### src/rtl/adbc_pkg.sv
// ----------------------------------------------------------------------------
// adbc_pkg
// shared widths, constants and types of the averaged dimmer block
// ----------------------------------------------------------------------------
package adbc_pkg;

	localparam int SAMPLE_W = 12;

	// boxcar windows
	localparam int KNOB_WINDOW    = 100;
	localparam int BATTERY_WINDOW = 1000;

	localparam int KNOB_IDX_W = (KNOB_WINDOW > 1) ? $clog2(KNOB_WINDOW) : 1;
	localparam int KNOB_CNT_W = $clog2(KNOB_WINDOW + 1);
	localparam int KNOB_SUM_W = SAMPLE_W + KNOB_CNT_W;
	localparam int BAT_IDX_W  = (BATTERY_WINDOW > 1) ? $clog2(BATTERY_WINDOW) : 1;
	localparam int BAT_CNT_W  = $clog2(BATTERY_WINDOW + 1);
	localparam int BAT_SUM_W  = SAMPLE_W + BAT_CNT_W;

	// step = floor(sum*15 / (count*4096)), quotient always below 16
	localparam int STEP_W   = 4;
	localparam int STEP_MAX = 14;
	localparam int DIV_W    = KNOB_CNT_W + 16;
	localparam int DIV_SH_W = 2;

	// pwm = floor(level*64/7) = (level*18725) >> 11 for level <= 224
	localparam int LEVEL_W    = 8;
	localparam int PWM_W      = 12;
	localparam int PWM_RECIP  = 18725;
	localparam int PWM_SHIFT  = 11;
	localparam int PWM_PROD_W = 23;

	// battery compare: sum*16 against cutoff*count
	localparam int CUTOFF_W      = 16;
	localparam int CUTOFF_RESET  = 11284;
	localparam int BAT_CMP_W     = BAT_CNT_W + CUTOFF_W;

	// register file
	localparam int PADDR_W      = 3;
	localparam int PDATA_W      = 32;
	localparam int REG_IDX_W    = PADDR_W - 2;
	localparam logic [REG_IDX_W-1:0] REG_CUTOFF = '0;

	typedef enum logic [2:0] {
		ST_IDLE,
		ST_UPDATE,
		ST_CLOAD,
		ST_COARSE,
		ST_FLOAD,
		ST_FINE,
		ST_LEVEL,
		ST_OUT
	} adbc_state_t;

	typedef struct packed {
		logic             load;
		logic [DIV_W-1:0] num;
		logic [DIV_W-1:0] den;
	} adbc_div_req_t;

	typedef struct packed {
		logic              busy;
		logic [STEP_W-1:0] quot;
	} adbc_div_rsp_t;

endpackage

### src/rtl/adbc_div.sv
// ----------------------------------------------------------------------------
// adbc_div
// restoring divider, one quotient bit per cycle, four-bit quotient
// ----------------------------------------------------------------------------
module adbc_div (
	input  logic                   clk,
	input  logic                   arst_n,
	input  adbc_pkg::adbc_div_req_t req,
	output adbc_pkg::adbc_div_rsp_t rsp
);
	import adbc_pkg::*;

	logic [DIV_W-1:0]    rem_q;
	logic [DIV_W-1:0]    den_q;
	logic [STEP_W-1:0]   quot_q;
	logic [DIV_SH_W-1:0] sh_q;
	logic                busy_q;

	logic [DIV_W-1:0] den_sh;
	logic [DIV_W:0]   trial;

	assign den_sh = den_q << sh_q;
	assign trial  = {1'b0, rem_q} - {1'b0, den_sh};

	always_ff @(posedge clk or negedge arst_n) begin
		if (!arst_n) begin
			busy_q <= 1'b0;
			sh_q   <= '0;
		end else if (req.load) begin
			busy_q <= 1'b1;
			sh_q   <= DIV_SH_W'(STEP_W - 1);
		end else if (busy_q) begin
			sh_q <= sh_q - DIV_SH_W'(1);
			if (sh_q == '0) begin
				busy_q <= 1'b0;
			end
		end
	end

	always_ff @(posedge clk) begin
		if (req.load) begin
			rem_q  <= req.num;
			den_q  <= req.den;
			quot_q <= '0;
		end else if (busy_q) begin
			// no borrow: this quotient bit is set
			if (!trial[DIV_W]) begin
				rem_q        <= trial[DIV_W-1:0];
				quot_q[sh_q] <= 1'b1;
			end
		end
	end

	assign rsp.busy = busy_q;
	assign rsp.quot = quot_q;

endmodule

### config.mk
export PLATFORM = sky130hd
export DESIGN_NAME = adbc_div
export DESIGN_NICKNAME = d
export VERILOG_FILES = /design/src/rtl/adbc_pkg.sv /design/src/rtl/adbc_div.sv
export SDC_FILE = /design/constraint.sdc
export NUM_CORES = 1
export LEC_CHECK = 0
export ABC_CLOCK_PERIOD_IN_PS = 3500
export BUFFER_PORTS_ARGS = -buffer_cell sky130_fd_sc_hd__buf_2
export CORE_MARGIN = 5
export CORE_UTILIZATION = 53
export DETAILED_ROUTE_END_ITERATION = 8
export GPL_TIMING_DRIVEN = 0
export HOLD_SLACK_MARGIN = 0.03
export PLACE_DENSITY = 0.75
export REMOVE_ABC_BUFFERS = 1
export SLEW_MARGIN = 10
export SYNTH_ARGS = -nofsm -noshare
export SYNTH_HDL_FRONTEND = slang
export SYNTH_SLANG_ARGS = --single-unit
### constraint.sdc
create_clock -name clk -period 3.5 [get_ports clk]
set_clock_uncertainty 0.2 [all_clocks]
set_input_delay 0.7 -clock clk [delete_from_list [all_inputs] [get_ports clk]]
set_output_delay 0.7 -clock clk [all_outputs]
set_load 0.01 [all_outputs]
[Yosys cells after proc, flatten, opt, wreduce, memory -nomap -nowiden]
Cells that the tools add are included.
Storage, ports and cells
  logic and storage cells: 28
  output and inout port bits: 5
  bits in registers: 53
Cells by class
  mux-type cells: 10
  reductions and logical operators: 5
  bitwise gates (word level): 2
  $add $sub $neg: 2
  equal/unequal tests: 1
  order comparisons: 2
  shift operators: 1
Operators by type and width (count)
  two-way mux 23 bit: 3
  subtractor 23 x 23 -> 24 bit: 1
  << shifter 23 x 2 -> 23 bit: 1
  two-way mux 1 bit: 4
  two-way mux 2 bit: 2
  OR 4 bit: 1
  AND reduction 2 bit: 2
  < comparator 2 x 3 -> 1 bit, second input constant: 1
  demux 1 bit (select 2 bit): 1
  greater-or-equal comparator 2 x 1 -> 1 bit, second input constant: 1
  zero test 2 bit: 1
  inequality test 2 bit, second input constant: 1
  nonzero test 2 bit: 1
  subtractor 2 x 1 -> 2 bit, second input constant: 1
  logical AND 1 bit: 1
  NOT 1 bit: 1

[Logic depth before layout (Yosys ltp)]
Gate-level depths: netlist (run 1).
  depth after elaboration: 5
  depth in mapped cells: 13
  gate-level depth less buffers: 11

[Worst setup path before layout (run 1)]
Ideal clock, no wire load.
  path type: reg2reg
  start: register sh_q[0]
  end: register rem_q[0] (enable)
  data required time: 2.882 ns
  arrival time: 3.206 ns
  clock period less this slack: 3.824 ns
  library setup time: 0.418 ns
  cell stages (with the launch flop): 12
  path slack: -0.324 ns
  path through: dfrtp_1 buf_2 buf_2 mux4_2 inv_1 ha_1 buf_6 a2111o_1 o211ai_2 a21oi_2 o31ai_4 nand2_1
Between the ends
  word-level cells in the longest chain between the ends: 4
RTL lines
  from (decl): line adbc_div.sv:16  | logic [DIV_SH_W-1:0] sh_q;
  from (signal assigned): line adbc_div.sv:31  | sh_q <= DIV_SH_W'(STEP_W - 1);
  from (signal assigned): line adbc_div.sv:33  | sh_q <= sh_q - DIV_SH_W'(1);
  << shifter 23 x 2 -> 23 bit: line adbc_div.sv:22  | assign den_sh = den_q << sh_q;
  subtractor 23 x 23 -> 24 bit: line adbc_div.sv:23  | assign trial = {1'b0, rem_q} - {1'b0, den_sh};
  inequality test 2 bit (no line)
  AND reduction 2 bit (no line)
  to (signal assigned): line adbc_div.sv:42  | rem_q <= req.num;
  to (signal assigned): line adbc_div.sv:48  | rem_q <= trial[DIV_W-1:0];
  to (decl): line adbc_div.sv:13  | logic [DIV_W-1:0] rem_q;
Every way passes these cells.
A chain may end at the register's enable or synchronous reset.

[Final worst setup path (run 1)]
  start: register sh_q[0]
  end: register rem_q[22] (data pin)
Between the ends
  word-level cells in the longest chain between the ends: 5
RTL lines
  << shifter 23 x 2 -> 23 bit: line adbc_div.sv:22
  subtractor 23 x 23 -> 24 bit: line adbc_div.sv:23
  two-way mux 23 bit: line adbc_div.sv:47  | if (!trial[DIV_W]) begin
  two-way mux 23 bit: line adbc_div.sv:45  | end else if (busy_q) begin
  two-way mux 23 bit: line adbc_div.sv:41  | if (req.load) begin
Every way passes these cells. The select of a mux whose other input is x is not followed.

==> results of run 1 <==
[synth_stat cells (all sizes together) (7+ instances only)]
cell type / count / area, sq um
a211oi: 10 / 80.1
a21o: 8 / 61.3
a21oi: 24 / 124
buf: 9 / 51.3
edfxtp: 46 / 1380
ha: 28 / 350
inv: 29 / 109
mux4: 14 / 315
nand2: 40 / 150
nor2: 33 / 124
nor3: 10 / 61.3
o21a: 7 / 52.6
o21ai: 24 / 124
o31ai: 8 / 88.8
[timing repair]
action / 4_1_cts / 5_1_grt
buffers inserted: 3 / 11
endpoints found under the hold margin: 3 / 0
setup endpoints to repair: 45 / 27
gates resized for setup: 11 / 1
pin swaps: 1 / 2
hold buffers: 1 / 0
[kinds of logic after synthesis]
logic type,after synthesis,share of synthesized area
adder cells (fa/ha/maj),29,0.0944
AO/OA/AOI/OAI,104,0.195
multiplexers,26,0.113
XOR/XNOR,10,0.0223
flip-flops,53,0.392
AND/OR/NAND/NOR,112,0.134
buffers and inverters,44,0.0491
[cell type report]
class | count | area share
inverters | 29 | 0.0249
repair buffers | 69 | 0.0902
clock inverters | 2 | 0.00857
flip-flops and latches | 53 | 0.341
clock buffers | 6 | 0.0160
well taps | 99 | 0.0274
multi-input cells | 281 | 0.492
[power by group]
group	internal, uW	switching [uW]
sequential	952	114
clock	217	216
combinational	950	1300
[worst min-delay path, cell delays in order (launching register included)]
cell and delay, ns:
dfxtp_1 0.33, nor2_1 0.10, a211oi_1 0.05
[worst max path at each step]
stage / cells past startpoint / start / slack, ns / to
5_1_grt: 9 / sh_q[0] / 0.02 / rem_q[22]
3_5_place_dp: 8 / sh_q[0] / -1.31 / rem_q[13]
3_3_place_gp: 8 / sh_q[0] / -1.26 / rem_q[10]
4_1_cts: 11 / sh_q[1] / 0.03 / rem_q[16]
6_report: 9 / sh_q[0] / 0.17 / rem_q[22]
2_1_floorplan: 8 / sh_q[0] / -0.47 / rem_q[0]
[stage by stage]
stage / instances / total power (uW) / setup slack (ns) / TNS (ns) / hold slack (ns)
3_3_place_gp: 515 / 3130 / -1.26 / -35.17 / 0.301
3_5_place_dp: 515 / 3200 / -1.31 / -37.23 / 0.301
5_1_grt: 539 / 4040 / 0.0157 / 0 / 0.342
4_1_cts: 527 / 3690 / 0.0264 / 0 / 0.325
6_report: 539 / 3740 / 0.166 / 0 / 0.321
2_1_floorplan: 363 / 2740 / -0.473 / -10.97 / 0.204
[flip-flops by register name, indices dropped and copies added (netlist names)]
register	count
sh_q	2
quot_q	4
rem_q	23
den_q	23
busy_q	1
[layer usage]
layer / GRT usage / part of all wire / up-vias
met5: 0 / 0 / -
met2: 0.328 / 0.49 / 107
li1: - / - / 1541
met1: 0.259 / 0.43 / 1469
met3: 0.0344 / 0.074 / 8
met4: 0.0355 / 0.0069 / 0
==> impl_metrics.yaml, run 1 <==
timing:
  maxSlewViolCount: 0
  finalCriticalPeriod_ns: 3.33
  fmax_mhz: 300
  finalHoldViolCount: 0
  min_period_over_period: 0.953
  tightest_slew_ns: 0.647
  rsz0062_at_grt: "no"
  setup-violations-final: 0
  slew_headroom: 0.568
clocking:
  numCtsBuffers: 5
  clk_latency_ns: 0.31
  clock_sinks: 53
  tritoncts: "built"
  cts_max_path_buffers: 2
  clkTransAtPathRegs_ns: 0.10
  clockRootBuffer: "clkbuf_8"
  cts_max_level: 2
global_routing:
  grt_overflow_total: 0
  grt_pass1_vias: 2930
  antenna_found_initial: 0
  grt_max_degree: 67
  grt_pass1_wl_mm: 13.7
  gr-usage-all-layers: 0.193
floorplanning:
  dieArea_sq_um: 9220
  initial_core_util: 0.544
  io_pins: 54
  die-width_um: 96.0
  rows: 31
  coreArea_sq_um: 7210
  die_h_um: 96.0
setup_path:
  critical_path_required_ns: 3.37
  crit_path_top_delay_cell: "dfrtp_4"
  worstRegToRegCells: 9
  worstPathMaxFanout: 14
  rr_startpoint: "sh_q[0]"
  cpLargestDelayFamily: "compound AO/OA/AOI/OAI gates"
  cp-end-kind: "register"
  start_kind: "register"
  worst-path-buf-inv: 1
  ff2ff_setup_slack_ns: 0.17
  cp.arrival_ns: 3.20
  max_stage_delay_ns: 0.57
  crit_type: "reg2reg"
  regToRegEndpoint: "rem_q[22]"
  crit_chain: "mux4_2, inv_1, ha_1, a21oi_1, o22ai_1, a32o_1, nor3_1, mux2i_1, nand3_1"
final_layout:
  fillers: 632
  area_growth_pct: 15.3
  mostFrequentLayoutCell: "buf_2"
  fin_area_sq_um: 4520
  n_antenna_cell: 0
  final_util: 0.627
  seqCellArea_sq_um: 1540
  layout-drive-gt1-share: 0.266
  finalNetCount: 517
  multi_input_area_sq_um: 2220
  most-common-layout-cells: "53 x buf_2, 46 x edfxtp_1, 39 x nand2_1"
routing:
  route.detailed.drc: 0
  drt-total-wl_mm: 8.79
  ant_nets: 0
  drt_pre_antenna_iters: 5
  vias: 3125
  wire_per_inst_um: 16.3
  via_per_inst: 5.80
  first_iter_violations: 102
placement:
  dp_hpwl_mm: 6.33
  gp_routability_congestion: 0.891
  place_area_sq_um: 4230
  port_buffers: 53
synthesis:
  syn_area_sq_um: 3920
  synth_edf_count: 46
  syn_inst: 378
  synthArstFlopShare: 0.0566
  avgSynthCellArea_sq_um: 10.4
  seq_area_frac_synth: 0.392
  synth_cell_types: 59
  ys.flop_type: "edfxtp_1"
  ys_ff_latch: 53
  synth_warnings: 0
hold_path:
  hold_end: "quot_q[3]"
  holdPathStages: 2
  hp-class: "reg2reg"
  hp-start: "quot_q[3]"
pwr:
  power_density_nw_per_um2: 828
  cellLeakagePower_uw: 0.00191
  ir_drop_mv: 0.464
run_status:
  status: "finished clean"
flow_run:
  cap_viol_max_count: 0
No activity file was read; power rests on OpenSTA's default activity.
==> inputs of run 2 (changes only) <==
--- a/config.mk
+++ b/config.mk
@@ -5,14 +5,14 @@
 export SDC_FILE = /design/constraint.sdc
 export NUM_CORES = 1
 export LEC_CHECK = 0
-export ABC_CLOCK_PERIOD_IN_PS = 3500
+export ABC_CLOCK_PERIOD_IN_PS = 3490
 export BUFFER_PORTS_ARGS = -buffer_cell sky130_fd_sc_hd__buf_2
 export CORE_MARGIN = 5
-export CORE_UTILIZATION = 53
+export CORE_UTILIZATION = 57
 export DETAILED_ROUTE_END_ITERATION = 8
 export GPL_TIMING_DRIVEN = 0
 export HOLD_SLACK_MARGIN = 0.03
-export PLACE_DENSITY = 0.75
+export PLACE_DENSITY = 0.77
 export REMOVE_ABC_BUFFERS = 1
 export SLEW_MARGIN = 10
 export SYNTH_ARGS = -nofsm -noshare
==> constraint.sdc (replaced) <==
create_clock -name clk -period 3.49 [get_ports clk]
set_clock_uncertainty 0.2 [all_clocks]
set_input_delay 0.698 -clock clk [delete_from_list [all_inputs] [get_ports clk]]
set_output_delay 0.698 -clock clk [all_outputs]
set_load 0.01 [all_outputs]
==> impl_metrics.yaml, run 2 (same netlist as run 1, synthesis figures left out) <==
floorplanning:
  die_h_um: 93.0
  rows: 30
  io_pins: 54
  initial_core_util: 0.581
  die-width_um: 93.0
  dieArea_sq_um: 8640
  coreArea_sq_um: 6760
timing:
  fmax_mhz: 298
  setup_ws_ns: 0.130
  fin_tns_setup_ns: 0
  setup-violations-final: 0
  hold-worst-slack_ns: 0.325
  min_period_over_period: 0.963
  maxSlewViolCount: 0
  finalHoldViolCount: 0
  finalCriticalPeriod_ns: 3.36
  rsz0062_at_grt: "no"
  tightest_slew_ns: 0.698
  slew_headroom: 0.534
routing:
  drt-total-wl_mm: 8.43
  wire_per_inst_um: 16.5
  via_per_inst: 5.93
  drt_pre_antenna_iters: 4
  route.detailed.drc: 0
  ant_nets: 0
  vias: 3030
  first_iter_violations: 62
final_layout:
  top_regs: "den_q x23, rem_q x23, quot_q x4"
  final_util: 0.653
  mostFrequentLayoutCell: "buf_2"
  most-common-layout-cells: "52 x buf_2, 46 x edfxtp_1, 39 x nand2_1"
  n_antenna_cell: 0
  layout-drive-gt1-share: 0.255
  area_growth_pct: 12.4
  finalNetCount: 508
  multi_input_area_sq_um: 2230
  fillers: 571
  seqCellArea_sq_um: 1540
  final_cells: 511
placement:
  gp_routability_congestion: 0.939
  dp_hpwl_mm: 6.08
  place_inst: 496
  dp_slack_ns: -1.27
  port_buffers: 53
clocking:
  clockRootBuffer: "clkbuf_8"
  cts_max_level: 2
  tritoncts: "built"
  numCtsBuffers: 5
  clk_latency_ns: 0.32
  clkTransAtPathRegs_ns: 0.12
  cts_max_path_buffers: 2
  clock_sinks: 53
run_status:
  status: "finished clean"
setup_path:
  cp-end-kind: "register"
  start_kind: "register"
  worstPathMaxFanout: 23
  cp.arrival_ns: 3.18
  crit_type: "reg2reg"
  ff2ff_setup_slack_ns: 0.13
  critical_path_required_ns: 3.31
  worstRegToRegCells: 8
global_routing:
  gr-usage-all-layers: 0.198
  grt_overflow_total: 0
  grt_pass1_wl_mm: 13.7
  grt_max_degree: 67
  antenna_found_initial: 0
  grt_pass1_vias: 2907
flow_run:
  cap_viol_max_count: 0
pwr:
  ir_drop_mv: 0.402
  cellLeakagePower_uw: 0.00186
  power_density_nw_per_um2: 835
hold_path:
  holdPathStages: 2
  hp-class: "reg2reg"
-- run 2: changes by cell type in the layout (fill, tap and decap cells not counted), sizes merged --
| cell | delta |
|---|---|
| buf | -9 |
| bufinv | -1 |
| clkbuf | -1 |
| clkinv | +1 |
| inv | +1 |
-- run 2: cell type report --
cell class	instances	share of cell area
clock inverter	3	0.00652
multi-input combinational	281	0.506
tap	80	0.0227
clock buffer	5	0.0156
inverter	29	0.0255
sequential	53	0.350
timing repair buffer	60	0.0740
-- run 2: path summary, 6_finish.rpt --
kind | startpoint | endpoint
min in group asynchronous | arst_n | sh_q[1]
max in group asynchronous | arst_n | sh_q[0]
setup reg to reg | sh_q[0] | rem_q[4]
hold / removal | quot_q[2] | quot_q[2]
hold reg to reg | quot_q[2] | quot_q[2]
setup / recovery | sh_q[0] | rem_q[4]
-- run 2: stage by stage --
step                cell area, sq um  total power (uW)
floorplan                       3840              2750
global placement                4200              3130
detailed placement              4200              3200
CTS                             4360              3640
global route                    4410              3980
finish                          4410              3680
-- run 2: what timing repair did --
item,in CTS,in global routing
hold buffers,1,0
setup endpoints to repair,45,31
pin swaps,1,1
buffers inserted,2,4
hold endpoints to repair,3,0
resized for setup,10,3
-- run 2: per-layer routing --
layer,wire (um),up-vias,part of all wire,GRT usage
met2,3940,72,0.47,0.316
li1,-,1532,-,-
met5,0,-,0,0
met4,129,0,0.015,0.0562
met1,3930,1416,0.47,0.278
met3,428,10,0.051,0.0349
-- run 2: where the power goes --
group	leakage (uW)	internal, uW	switching, uW
clock	0.0000506	151	239
combinational	0.00129	928	1290
sequential	0.000520	955	118
-- run 2: worst max-delay path, cell delays in order (launching register included) --
cell	delay (ns)
dfrtp_4	0.56
mux4_2	0.52
inv_1	0.08
ha_1	0.31
a2111o_1	0.47
o211ai_2	0.19
a21oi_2	0.12
o31ai_4	0.36
nand2_8	0.23
